### src/per_id_read_reorder_buffer_unit_macros.svh
// Assertion helpers shared by the reorder buffer modules.
// Both expect clk and rst_n in scope.
`ifndef PER_ID_READ_REORDER_BUFFER_UNIT_MACROS_SVH
`define PER_ID_READ_REORDER_BUFFER_UNIT_MACROS_SVH
`ifndef SYNTHESIS
`define PRRB_ASSERT(lbl, prop) \
  lbl: assert property (@(posedge clk) disable iff (!rst_n) prop) \
    else $error("prrb: invariant violated");
`define PRRB_ASSERT_NEXT(lbl, trig, cons) \
  lbl: assert property (@(posedge clk) disable iff (!rst_n) (trig) |=> (cons)) \
    else $error("prrb: sequence violated");
`else
`define PRRB_ASSERT(lbl, prop)
`define PRRB_ASSERT_NEXT(lbl, trig, cons)
`endif
`endif

### src/prrb_pkg.sv
`default_nettype none
package prrb_pkg;

  localparam int SLOTS    = 64;
  localparam int SLOT_W   = 6;
  localparam int ID_COUNT = 16;
  localparam int ID_W     = 4;
  localparam int OCC_W    = 7;

  localparam logic [1:0] FN_ALLOC  = 2'd0;
  localparam logic [1:0] FN_RETURN = 2'd1;
  localparam logic [1:0] FN_POP    = 2'd2;

  localparam logic [1:0] STS_OK    = 2'd0;
  localparam logic [1:0] STS_FULL  = 2'd1;
  localparam logic [1:0] STS_EMPTY = 2'd2;
  localparam logic [1:0] STS_BAD   = 2'd3;

  typedef enum logic [1:0] {
    ST_IDLE,
    ST_LOOKUP,
    ST_COMMIT
  } prrb_state_t;

  typedef struct packed {
    logic capture;
    logic lookup;
    logic commit;
  } prrb_cmd_t;

  // Index of the lowest set bit; zero when none is set.
  function automatic logic [SLOT_W-1:0] lowest_set(input logic [SLOTS-1:0] v);
    logic [SLOT_W-1:0] idx;
    idx = '0;
    for (int i = SLOTS - 1; i >= 0; i--) begin
      if (v[i]) idx = SLOT_W'(i);
    end
    return idx;
  endfunction

endpackage
`default_nettype wire

### src/prrb_ctrl.sv
`default_nettype none
`include "per_id_read_reorder_buffer_unit_macros.svh"
module prrb_ctrl (
  input  wire logic              clk,
  input  wire logic              rst_n,
  input  wire logic              in_tvalid,
  output logic                   in_tready,
  output logic                   out_tvalid,
  input  wire logic              out_tready,
  output prrb_pkg::prrb_cmd_t    cmd
);

  prrb_pkg::prrb_state_t state_r, state_nxt;
  logic out_valid_r, out_valid_nxt;
  logic out_free;

  assign out_free   = !out_valid_r || out_tready;
  assign out_tvalid = out_valid_r;

  always_ff @(posedge clk) begin
    if (!rst_n) begin
      state_r     <= prrb_pkg::ST_IDLE;
      out_valid_r <= 1'b0;
    end else begin
      state_r     <= state_nxt;
      out_valid_r <= out_valid_nxt;
    end
  end

  always_comb begin
    state_nxt   = state_r;
    in_tready   = 1'b0;
    cmd         = '0;
    unique case (state_r)
      prrb_pkg::ST_IDLE: begin
        in_tready = 1'b1;
        if (in_tvalid) begin
          cmd.capture = 1'b1;
          state_nxt   = prrb_pkg::ST_LOOKUP;
        end
      end
      prrb_pkg::ST_LOOKUP: begin
        cmd.lookup = 1'b1;
        state_nxt  = prrb_pkg::ST_COMMIT;
      end
      prrb_pkg::ST_COMMIT: begin
        // hold the item until the output register can take its result
        if (out_free) begin
          cmd.commit = 1'b1;
          in_tready  = 1'b1;
          if (in_tvalid) begin
            cmd.capture = 1'b1;
            state_nxt   = prrb_pkg::ST_LOOKUP;
          end else begin
            state_nxt = prrb_pkg::ST_IDLE;
          end
        end
      end
      default: state_nxt = prrb_pkg::ST_IDLE;
    endcase
    out_valid_nxt = cmd.commit ? 1'b1 : (out_tready ? 1'b0 : out_valid_r);
  end

  `PRRB_ASSERT_NEXT(a_capture_to_lookup, in_tvalid && in_tready, state_r == prrb_pkg::ST_LOOKUP)
  `PRRB_ASSERT_NEXT(a_lookup_to_commit, state_r == prrb_pkg::ST_LOOKUP, state_r == prrb_pkg::ST_COMMIT)

endmodule
`default_nettype wire

### src/prrb_dpath.sv
`default_nettype none
`include "per_id_read_reorder_buffer_unit_macros.svh"
module prrb_dpath (
  input  wire logic                         clk,
  input  wire logic                         rst_n,
  input  wire prrb_pkg::prrb_cmd_t          cmd,
  input  wire logic [1:0]                   in_func,
  input  wire logic [prrb_pkg::ID_W-1:0]    in_txn_id,
  input  wire logic [prrb_pkg::SLOT_W-1:0]  in_slot,
  output logic [1:0]                        res_status,
  output logic [prrb_pkg::SLOT_W-1:0]       res_slot,
  output logic [prrb_pkg::ID_W-1:0]         res_id,
  output logic [prrb_pkg::OCC_W-1:0]        res_occ
);

  localparam int SLOTS    = prrb_pkg::SLOTS;
  localparam int SLOT_W   = prrb_pkg::SLOT_W;
  localparam int ID_COUNT = prrb_pkg::ID_COUNT;
  localparam int ID_W     = prrb_pkg::ID_W;
  localparam int OCC_W    = prrb_pkg::OCC_W;

  // captured item
  logic [1:0]        func_r;
  logic [ID_W-1:0]   id_r;
  logic [SLOT_W-1:0] slot_r;

  // slot bitmaps
  logic [SLOTS-1:0] free_r, free_nxt;
  logic [SLOTS-1:0] valid_r, valid_nxt;
  logic [SLOTS-1:0] head_r, head_nxt;
  logic [SLOTS-1:0] next_ok_r, next_ok_nxt;

  // per-ID list tails
  logic [ID_COUNT-1:0][SLOT_W-1:0] tail_r, tail_nxt;
  logic [ID_COUNT-1:0]             tail_ok_r, tail_ok_nxt;

  logic [OCC_W-1:0]  used_r, used_nxt;
  logic [SLOT_W-1:0] rr_r, rr_nxt;

  // slot memories
  logic [ID_W-1:0]   owner_mem [SLOTS];
  logic [SLOT_W-1:0] next_mem  [SLOTS];
  logic [ID_W-1:0]   owner_rd_r;
  logic [SLOT_W-1:0] next_rd_r;
  logic              owner_we, next_we;
  logic [SLOT_W-1:0] next_waddr;
  logic [SLOT_W-1:0] owner_raddr;

  // lookup results
  logic [SLOT_W-1:0] alloc_slot, alloc_slot_r;
  logic              alloc_ok_r;
  logic [SLOT_W-1:0] grant_slot, grant_slot_r;
  logic              grant_ok_r;
  logic [SLOTS-1:0]  ready_vec, hi_mask, ready_hi;

  // output register
  logic [1:0]        status_r, status_nxt;
  logic [SLOT_W-1:0] oslot_r, oslot_nxt;
  logic [ID_W-1:0]   oid_r, oid_nxt;
  logic [OCC_W-1:0]  occ_r, occ_nxt;

  logic [SLOT_W-1:0] tail_slot;
  logic              bad_ret;

  assign res_status = status_r;
  assign res_slot   = oslot_r;
  assign res_id     = oid_r;
  assign res_occ    = occ_r;

  always_ff @(posedge clk) begin
    if (cmd.capture) begin
      func_r <= in_func;
      id_r   <= in_txn_id;
      slot_r <= in_slot;
    end
  end

  // lowest free slot, and round-robin grant starting after rr_r
  always_comb begin
    alloc_slot  = prrb_pkg::lowest_set(free_r);
    ready_vec   = head_r & valid_r;
    hi_mask     = ({SLOTS{1'b1}} << rr_r) << 1;
    ready_hi    = ready_vec & hi_mask;
    grant_slot  = (|ready_hi) ? prrb_pkg::lowest_set(ready_hi)
                              : prrb_pkg::lowest_set(ready_vec);
    owner_raddr = (func_r == prrb_pkg::FN_POP) ? grant_slot : slot_r;
  end

  always_ff @(posedge clk) begin
    if (cmd.lookup) begin
      alloc_slot_r <= alloc_slot;
      alloc_ok_r   <= |free_r;
      grant_slot_r <= grant_slot;
      grant_ok_r   <= |ready_vec;
    end
  end

  always_ff @(posedge clk) begin
    if (owner_we) owner_mem[alloc_slot_r] <= id_r;
    if (next_we) next_mem[next_waddr] <= alloc_slot_r;
    if (cmd.lookup) begin
      owner_rd_r <= owner_mem[owner_raddr];
      next_rd_r  <= next_mem[grant_slot];
    end
  end

  always_comb begin
    free_nxt    = free_r;
    valid_nxt   = valid_r;
    head_nxt    = head_r;
    next_ok_nxt = next_ok_r;
    tail_nxt    = tail_r;
    tail_ok_nxt = tail_ok_r;
    used_nxt    = used_r;
    rr_nxt      = rr_r;
    status_nxt  = status_r;
    oslot_nxt   = oslot_r;
    oid_nxt     = oid_r;
    occ_nxt     = occ_r;
    owner_we    = 1'b0;
    next_we     = 1'b0;
    tail_slot   = tail_r[id_r];
    next_waddr  = tail_slot;
    bad_ret     = free_r[slot_r] || (owner_rd_r != id_r) || valid_r[slot_r];
    if (cmd.commit) begin
      status_nxt = prrb_pkg::STS_OK;
      oslot_nxt  = '0;
      oid_nxt    = '0;
      unique case (func_r)
        prrb_pkg::FN_ALLOC: begin
          if (!alloc_ok_r) begin
            status_nxt = prrb_pkg::STS_FULL;
          end else begin
            free_nxt[alloc_slot_r]    = 1'b0;
            valid_nxt[alloc_slot_r]   = 1'b0;
            next_ok_nxt[alloc_slot_r] = 1'b0;
            owner_we                  = 1'b1;
            // append behind the current tail, or start a new list
            if (tail_ok_r[id_r]) begin
              next_ok_nxt[tail_slot]  = 1'b1;
              next_we                 = 1'b1;
              head_nxt[alloc_slot_r]  = 1'b0;
            end else begin
              head_nxt[alloc_slot_r]  = 1'b1;
            end
            tail_nxt[id_r]    = alloc_slot_r;
            tail_ok_nxt[id_r] = 1'b1;
            used_nxt          = used_r + OCC_W'(1);
            oslot_nxt         = alloc_slot_r;
            oid_nxt           = id_r;
          end
        end
        prrb_pkg::FN_RETURN: begin
          oslot_nxt = slot_r;
          oid_nxt   = id_r;
          if (bad_ret) begin
            status_nxt = prrb_pkg::STS_BAD;
          end else begin
            valid_nxt[slot_r] = 1'b1;
          end
        end
        prrb_pkg::FN_POP: begin
          if (!grant_ok_r) begin
            status_nxt = prrb_pkg::STS_EMPTY;
          end else begin
            // promote the successor, or close the list
            if (next_ok_r[grant_slot_r]) begin
              head_nxt[next_rd_r] = 1'b1;
            end else begin
              tail_ok_nxt[owner_rd_r] = 1'b0;
            end
            head_nxt[grant_slot_r]    = 1'b0;
            valid_nxt[grant_slot_r]   = 1'b0;
            free_nxt[grant_slot_r]    = 1'b1;
            next_ok_nxt[grant_slot_r] = 1'b0;
            if (used_r != '0) used_nxt = used_r - OCC_W'(1);
            rr_nxt    = grant_slot_r;
            oslot_nxt = grant_slot_r;
            oid_nxt   = owner_rd_r;
          end
        end
        default: begin
          status_nxt = prrb_pkg::STS_OK;
        end
      endcase
      occ_nxt = used_nxt;
    end
  end

  always_ff @(posedge clk) begin
    if (!rst_n) begin
      free_r    <= '1;
      valid_r   <= '0;
      head_r    <= '0;
      next_ok_r <= '0;
      tail_ok_r <= '0;
      used_r    <= '0;
      rr_r      <= '0;
    end else begin
      free_r    <= free_nxt;
      valid_r   <= valid_nxt;
      head_r    <= head_nxt;
      next_ok_r <= next_ok_nxt;
      tail_ok_r <= tail_ok_nxt;
      used_r    <= used_nxt;
      rr_r      <= rr_nxt;
    end
  end

  always_ff @(posedge clk) begin
    tail_r   <= tail_nxt;
    status_r <= status_nxt;
    oslot_r  <= oslot_nxt;
    oid_r    <= oid_nxt;
    occ_r    <= occ_nxt;
  end

  `PRRB_ASSERT(a_head_not_free, (head_r & free_r) == '0)
  `PRRB_ASSERT(a_valid_not_free, (valid_r & free_r) == '0)
  `PRRB_ASSERT(a_used_matches_free, used_r == (OCC_W'(SLOTS) - OCC_W'($countones(free_r))))

endmodule
`default_nettype wire

### src/per_id_read_reorder_buffer_unit.sv
// Per-ID read reorder buffer: allocate, data return and pop on one stream.
// Each item passes a lookup state (slot bitmap scans, registered slot memory reads),
// then a commit state that registers its result for out_tvalid and waits while the
// output register holds an untaken result; a new item is taken at that commit.
// Reset (rst_n low, synchronous): all slots free, no lists, occupancy zero,
// round-robin pointer at slot zero; no clearing pass is needed.
`default_nettype none
module per_id_read_reorder_buffer_unit (
  input  wire logic        clk,
  input  wire logic        rst_n,
  input  wire logic        in_tvalid,
  output logic             in_tready,
  input  wire logic [15:0] in_tdata,   // func[1:0], txn_id[5:2], slot[11:6], zero pad
  output logic             out_tvalid,
  input  wire logic        out_tready,
  output logic [23:0]      out_tdata   // status[1:0], out_slot[7:2], out_id[11:8],
                                       // occupancy[18:12], zero pad
);

  prrb_pkg::prrb_cmd_t               cmd;
  logic [1:0]                        res_status;
  logic [prrb_pkg::SLOT_W-1:0]       res_slot;
  logic [prrb_pkg::ID_W-1:0]         res_id;
  logic [prrb_pkg::OCC_W-1:0]        res_occ;

  prrb_ctrl u_ctrl (
    .clk        (clk),
    .rst_n      (rst_n),
    .in_tvalid  (in_tvalid),
    .in_tready  (in_tready),
    .out_tvalid (out_tvalid),
    .out_tready (out_tready),
    .cmd        (cmd)
  );

  prrb_dpath u_dpath (
    .clk        (clk),
    .rst_n      (rst_n),
    .cmd        (cmd),
    .in_func    (in_tdata[1:0]),
    .in_txn_id  (in_tdata[5:2]),
    .in_slot    (in_tdata[11:6]),
    .res_status (res_status),
    .res_slot   (res_slot),
    .res_id     (res_id),
    .res_occ    (res_occ)
  );

  assign out_tdata = {5'b0, res_occ, res_id, res_slot, res_status};

endmodule
`default_nettype wire

### config.mk
export PLATFORM = sky130hd
export DESIGN_NAME = per_id_read_reorder_buffer_unit
export DESIGN_NICKNAME = d
export VERILOG_FILES = /design/src/prrb_pkg.sv /design/src/prrb_ctrl.sv /design/src/prrb_dpath.sv /design/src/per_id_read_reorder_buffer_unit.sv
export VERILOG_INCLUDE_DIRS = /design/src /design/src/src
export SDC_FILE = /design/constraint.sdc
export NUM_CORES = 2
export LEC_CHECK = 0
export BUFFER_PORTS_ARGS = -buffer_cell sky130_fd_sc_hd__buf_2
export CAP_MARGIN = 5
export CELL_PAD_IN_SITES_DETAIL_PLACEMENT = 1
export CELL_PAD_IN_SITES_GLOBAL_PLACEMENT = 2
export CORE_MARGIN = 2
export CORE_UTILIZATION = 40
export CTS_BUF_LIST = sky130_fd_sc_hd__clkbuf_8 sky130_fd_sc_hd__clkbuf_16
export CTS_CLUSTER_SIZE = 14
export DETAILED_ROUTE_END_ITERATION = 10
export PLACE_DENSITY = 0.83
export SYNTH_ARGS = -nofsm -noshare
export SYNTH_HDL_FRONTEND = slang
export SYNTH_SLANG_ARGS = --single-unit
### constraint.sdc
create_clock -name clk -period 11.9 [get_ports clk]
set_input_delay 0.595 -clock clk [delete_from_list [all_inputs] [get_ports clk]]
set_output_delay 0.595 -clock clk [all_outputs]
set_load 0.02 [all_outputs]
==> metrics.md <==
| Metric | Value |
|---|---|
| Initial DRC count | `4638` |
| Total negative slack | `0 ns` |
| Worst skew pair latency | `a little under 0.8 ns` |
| First drt pass iteration count | `6` |
| Placed insts | `6213` |
| Die H | `363.9 µm` |
| Final Cycle Share | `between 60% and 70%` |
| CP top delay family | `compound AO/OA/AOI/OAI gates` |
| Post-Layout Cell Count | `between 6000 and 7000` |
| Final Hold Fails | `0` |
| Netlist cell types | `between 90 and 100` |
| Crit path depth | `16` |
| Reg area | `0.02952 mm²` |
| CTS tree | `done` |
| Slew @ Worst Pin | `1.301 ns` |
| Most frequent cell after synthesis | `edfxtp_1` |
| Post-synth top area cell | `edfxtp_1` |
| Layout cells sized above 1 | `10.52%` |
| CP Data Required Time | `~12 ns` |
| Worst min path class | `primary input to flip-flop` |
| Sequential cell area fraction in the yosys report | `56.98%` |
| Synth Flop Type | `edfxtp_1` |
| CTS Root Cell | `clkbuf_16` |
| I/O pin cnt | `46` |
| Clock buffer count from CTS | `approximately 110` |
| FF+latch count, synth | `1079` |
| Max-cap violations | `0` |
| Fillers | `about 14000` |
| Vias per inst | `6.397` |
| Cell count after synthesis | `4646` |
| Worst vdd ir | `0.0001240 V` |
| Crit-path slowest cell | `a2111oi_0` |
| Routability cong. | `between 0.9 and 1` |
| Hold depth | `2` |
| Die Width | `363.9 µm` |
| IO buf count | `36` |
| Multi-input gate area | `around 0.021 mm²` |
| Largest net degree at the start of global routing | `171` |
| Slew Viols, Final | `0` |
| Drt total wl | `204.4 mm` |
| Crit path cell chain | `a21o_1 -> a311oi_1 -> or4_1 -> nor3_2 -> nand4b_1 -> nor2_1 -> a211oi_2 -> buf_4 -> o21ai_4 -> buf_4 -> buf_4 -> mux2i_1 -> a2111oi_0 -> a211o_1 -> o21ai_0 -> or3_1` |
| FP Rows | `132` |
| CP dominant cell by count | `buf_4` |
| Grt total ovfl | `0` |
| WHS | `0.04317 ns` |
| Drt drc | `0` |
| Synth top area cells | `edfxtp_1 46%, dfxtp_1 11%, mux2i_1 8.8%` |
| # setup viols final | `0` |
| First-pass GRT wire length | `between 200 and 300 mm` |
| Fin area | `0.05790 mm²` |
| Initial antenna violation count | `8` |
| Die area | `0.1324 mm²` |
| Core Region | `0.1290 mm²` |
| Area grow syn2layout | `11.76%` |
| Async set or reset register ratio after synthesis | `0%` |
| Synthesis Warnings | `0` |
| Via count | `41190` |
| H-Tree Depth | `3` |
| Cell Area, Placed | `0.05383 mm²` |
| Worst Path Buf+Inv | `3` |
| Total GRT Usage | `30.40%` |
| Clock Sinks | `1079` |
| Max Buffers Root-to-Sink | `3` |
| Number of global-route vias before repair | `between 40000 and 50000` |
| Critical path type | `flip-flop to flip-flop` |
| Status | `complete, no violations` |
| Critical Path AT | `7.67 ns` |
| CP max stage delay | `about 1.0 ns` |
| Pwr/cell area | `about 140 mW/mm²` |
| Worst Reg-to-Reg Cells | `16` |
| Max Clock Freq | `139.6 MHz` |
| Slew HR | `13.09%` |
| HPWL after detailed placement | `140.0 mm` |
| Post-layout min period | `between 7 and 8 ns` |
| Unrepaired setup endpoints after global routing | `no` |
| Nets | `4620` |
| Yosys top cell area share | `45.85%` |
| Drt wl/cell | `31.73 µm` |
| Worst Skew | `roughly 0.10 ns` |
| Initial Util | `roughly 40%` |
| Leak | `about 0.02 µW` |
| Cell Area, Synth | `between 0.05 and 0.06 mm²` |
| Antenna viol nets, final | `0` |
| CP endpoint kind | `flip-flop` |
| Top cells by count, synth | `791 x edfxtp_1, 529 x nor2_1, 456 x mux2i_1` |
| CP max FO | `55` |
| Startpoint Class | `flip-flop` |
| Syn Area/Cell | `11.15 µm²` |
| Post-synth EDFFs | `791` |
| Clk slew on worst S/H paths | `0.06 ns` |
## sequential cells by signal (all words and copies together), names as in the netlist, 7 cells and up, named ones only
name	count
u_dpath.next_mem	384
u_dpath.owner_mem	256
u_dpath.tail_r	96
u_dpath.free_r	64
u_dpath.next_ok_r	64
u_dpath.valid_r	64
u_dpath.tail_ok_r	16
u_dpath.res_occ	7
u_dpath.used_r	7
## kinds of logic after synthesis
| group | share of synthesized area [%] |
|---|---|
| multiplexers | 10.47 |
| buffers and inverters | 2.852 |
| adder cells (fa/ha/maj) | 0.07246 |
| XOR/XNOR | 0.1014 |
| flip-flops | 56.98 |
| AND/OR/NAND/NOR | 12.23 |
| AO/OA/AOI/OAI | 17.29 |
| other | 0.007239 |
## metal layers
metal | share of wire, % | GRT usage [%]
met1 | 41 | 39.94
met2 | 45 | 47.35
met3 | 8.7 | 6.329
met4 | 5.7 | 15.85
met5 | 0.0054 | 0
## final cells by class
| cell class | count | area share (%) |
|---|---|---|
| tap | 1742 | 3.765 |
| clock buffer | 124 | 5.126 |
| antenna | 3 | 0.01297 |
| timing repair buffer | 158 | 1.999 |
| multi-input combinational | 3213 | 36.23 |
| inverter | 34 | 0.2204 |
| clock inverter | 87 | 1.658 |
| sequential | 1079 | 50.98 |
## report_power, final
| group | total, µW | internal, µW | switching, µW |
|---|---|---|---|
| logic | 416 | 109 | 307 |
| clock network | 3730 | 2150 | 1590 |
| registers | 4050 | 4030 | 24.0 |
| total | 8200 | 6290 | 1920 |
## placed cells by master, fill, tap and decap left out, types with 21 or more instances in the layout
| cell | synthesis | final |
|---|---|---|
| buf_4 | 13 | 107 |
| nand2_1 | 368 | 368 |
| a211oi_1 | 56 | 55 |
| clkbuf_16 | 0 | 112 |
| buf_2 | 43 | 35 |
| mux2i_1 | 456 | 456 |
| o221ai_1 | 46 | 46 |
| nand4_1 | 35 | 35 |
| o211a_1 | 43 | 43 |
| edfxtp_1 | 791 | 791 |
| a21boi_0 | 34 | 34 |
| o221a_2 | 59 | 59 |
| nor2b_1 | 59 | 58 |
| a21oi_1 | 336 | 336 |
| a22o_1 | 24 | 24 |
| nor4_1 | 24 | 24 |
| and2_1 | 35 | 35 |
| inv_1 | 31 | 48 |
| nor2_1 | 529 | 522 |
| nand2b_1 | 24 | 23 |
| a31oi_1 | 51 | 51 |
| or3_1 | 22 | 21 |
| mux4_2 | 35 | 35 |
| o211ai_1 | 27 | 27 |
| clkinv_2 | 0 | 26 |
| dfxtp_1 | 288 | 288 |
| o21ai_0 | 304 | 304 |
| nand3_1 | 66 | 65 |
| nor3_1 | 103 | 99 |
| a22oi_1 | 109 | 109 |
## final timing paths
kind / start / endpoint / slack, ns
worst max register to register: u_dpath.rr_r[0] / u_dpath.owner_rd_r[0] / 4.74
worst min-delay path: in_tvalid / u_ctrl.state_r[0] / 0.04
worst max-delay path: u_dpath.rr_r[0] / u_dpath.owner_rd_r[0] / 4.74
worst min register to register: u_dpath.rr_r[2] / u_dpath.rr_r[2] / 0.47
## what timing repair did
action,in CTS,in global routing
buffers inserted,0,0
endpoints found under the hold margin,12,0
gates resized for setup,0,0
hold buffers,12,0
## through the flow
stage | worst slack (ns) | power [µW] | utilization (%)
after floorplan | 7.262 | 4364 | -
after global placement | 5.071 | 4524 | 41.74
after detailed placement | 4.986 | 4532 | 41.74
after CTS | 4.917 | 8222 | 44.87
after global routing | 4.492 | 8385 | 44.88
final | 4.737 | 8204 | 44.89
No activity file was read; power rests on OpenSTA's default activity.
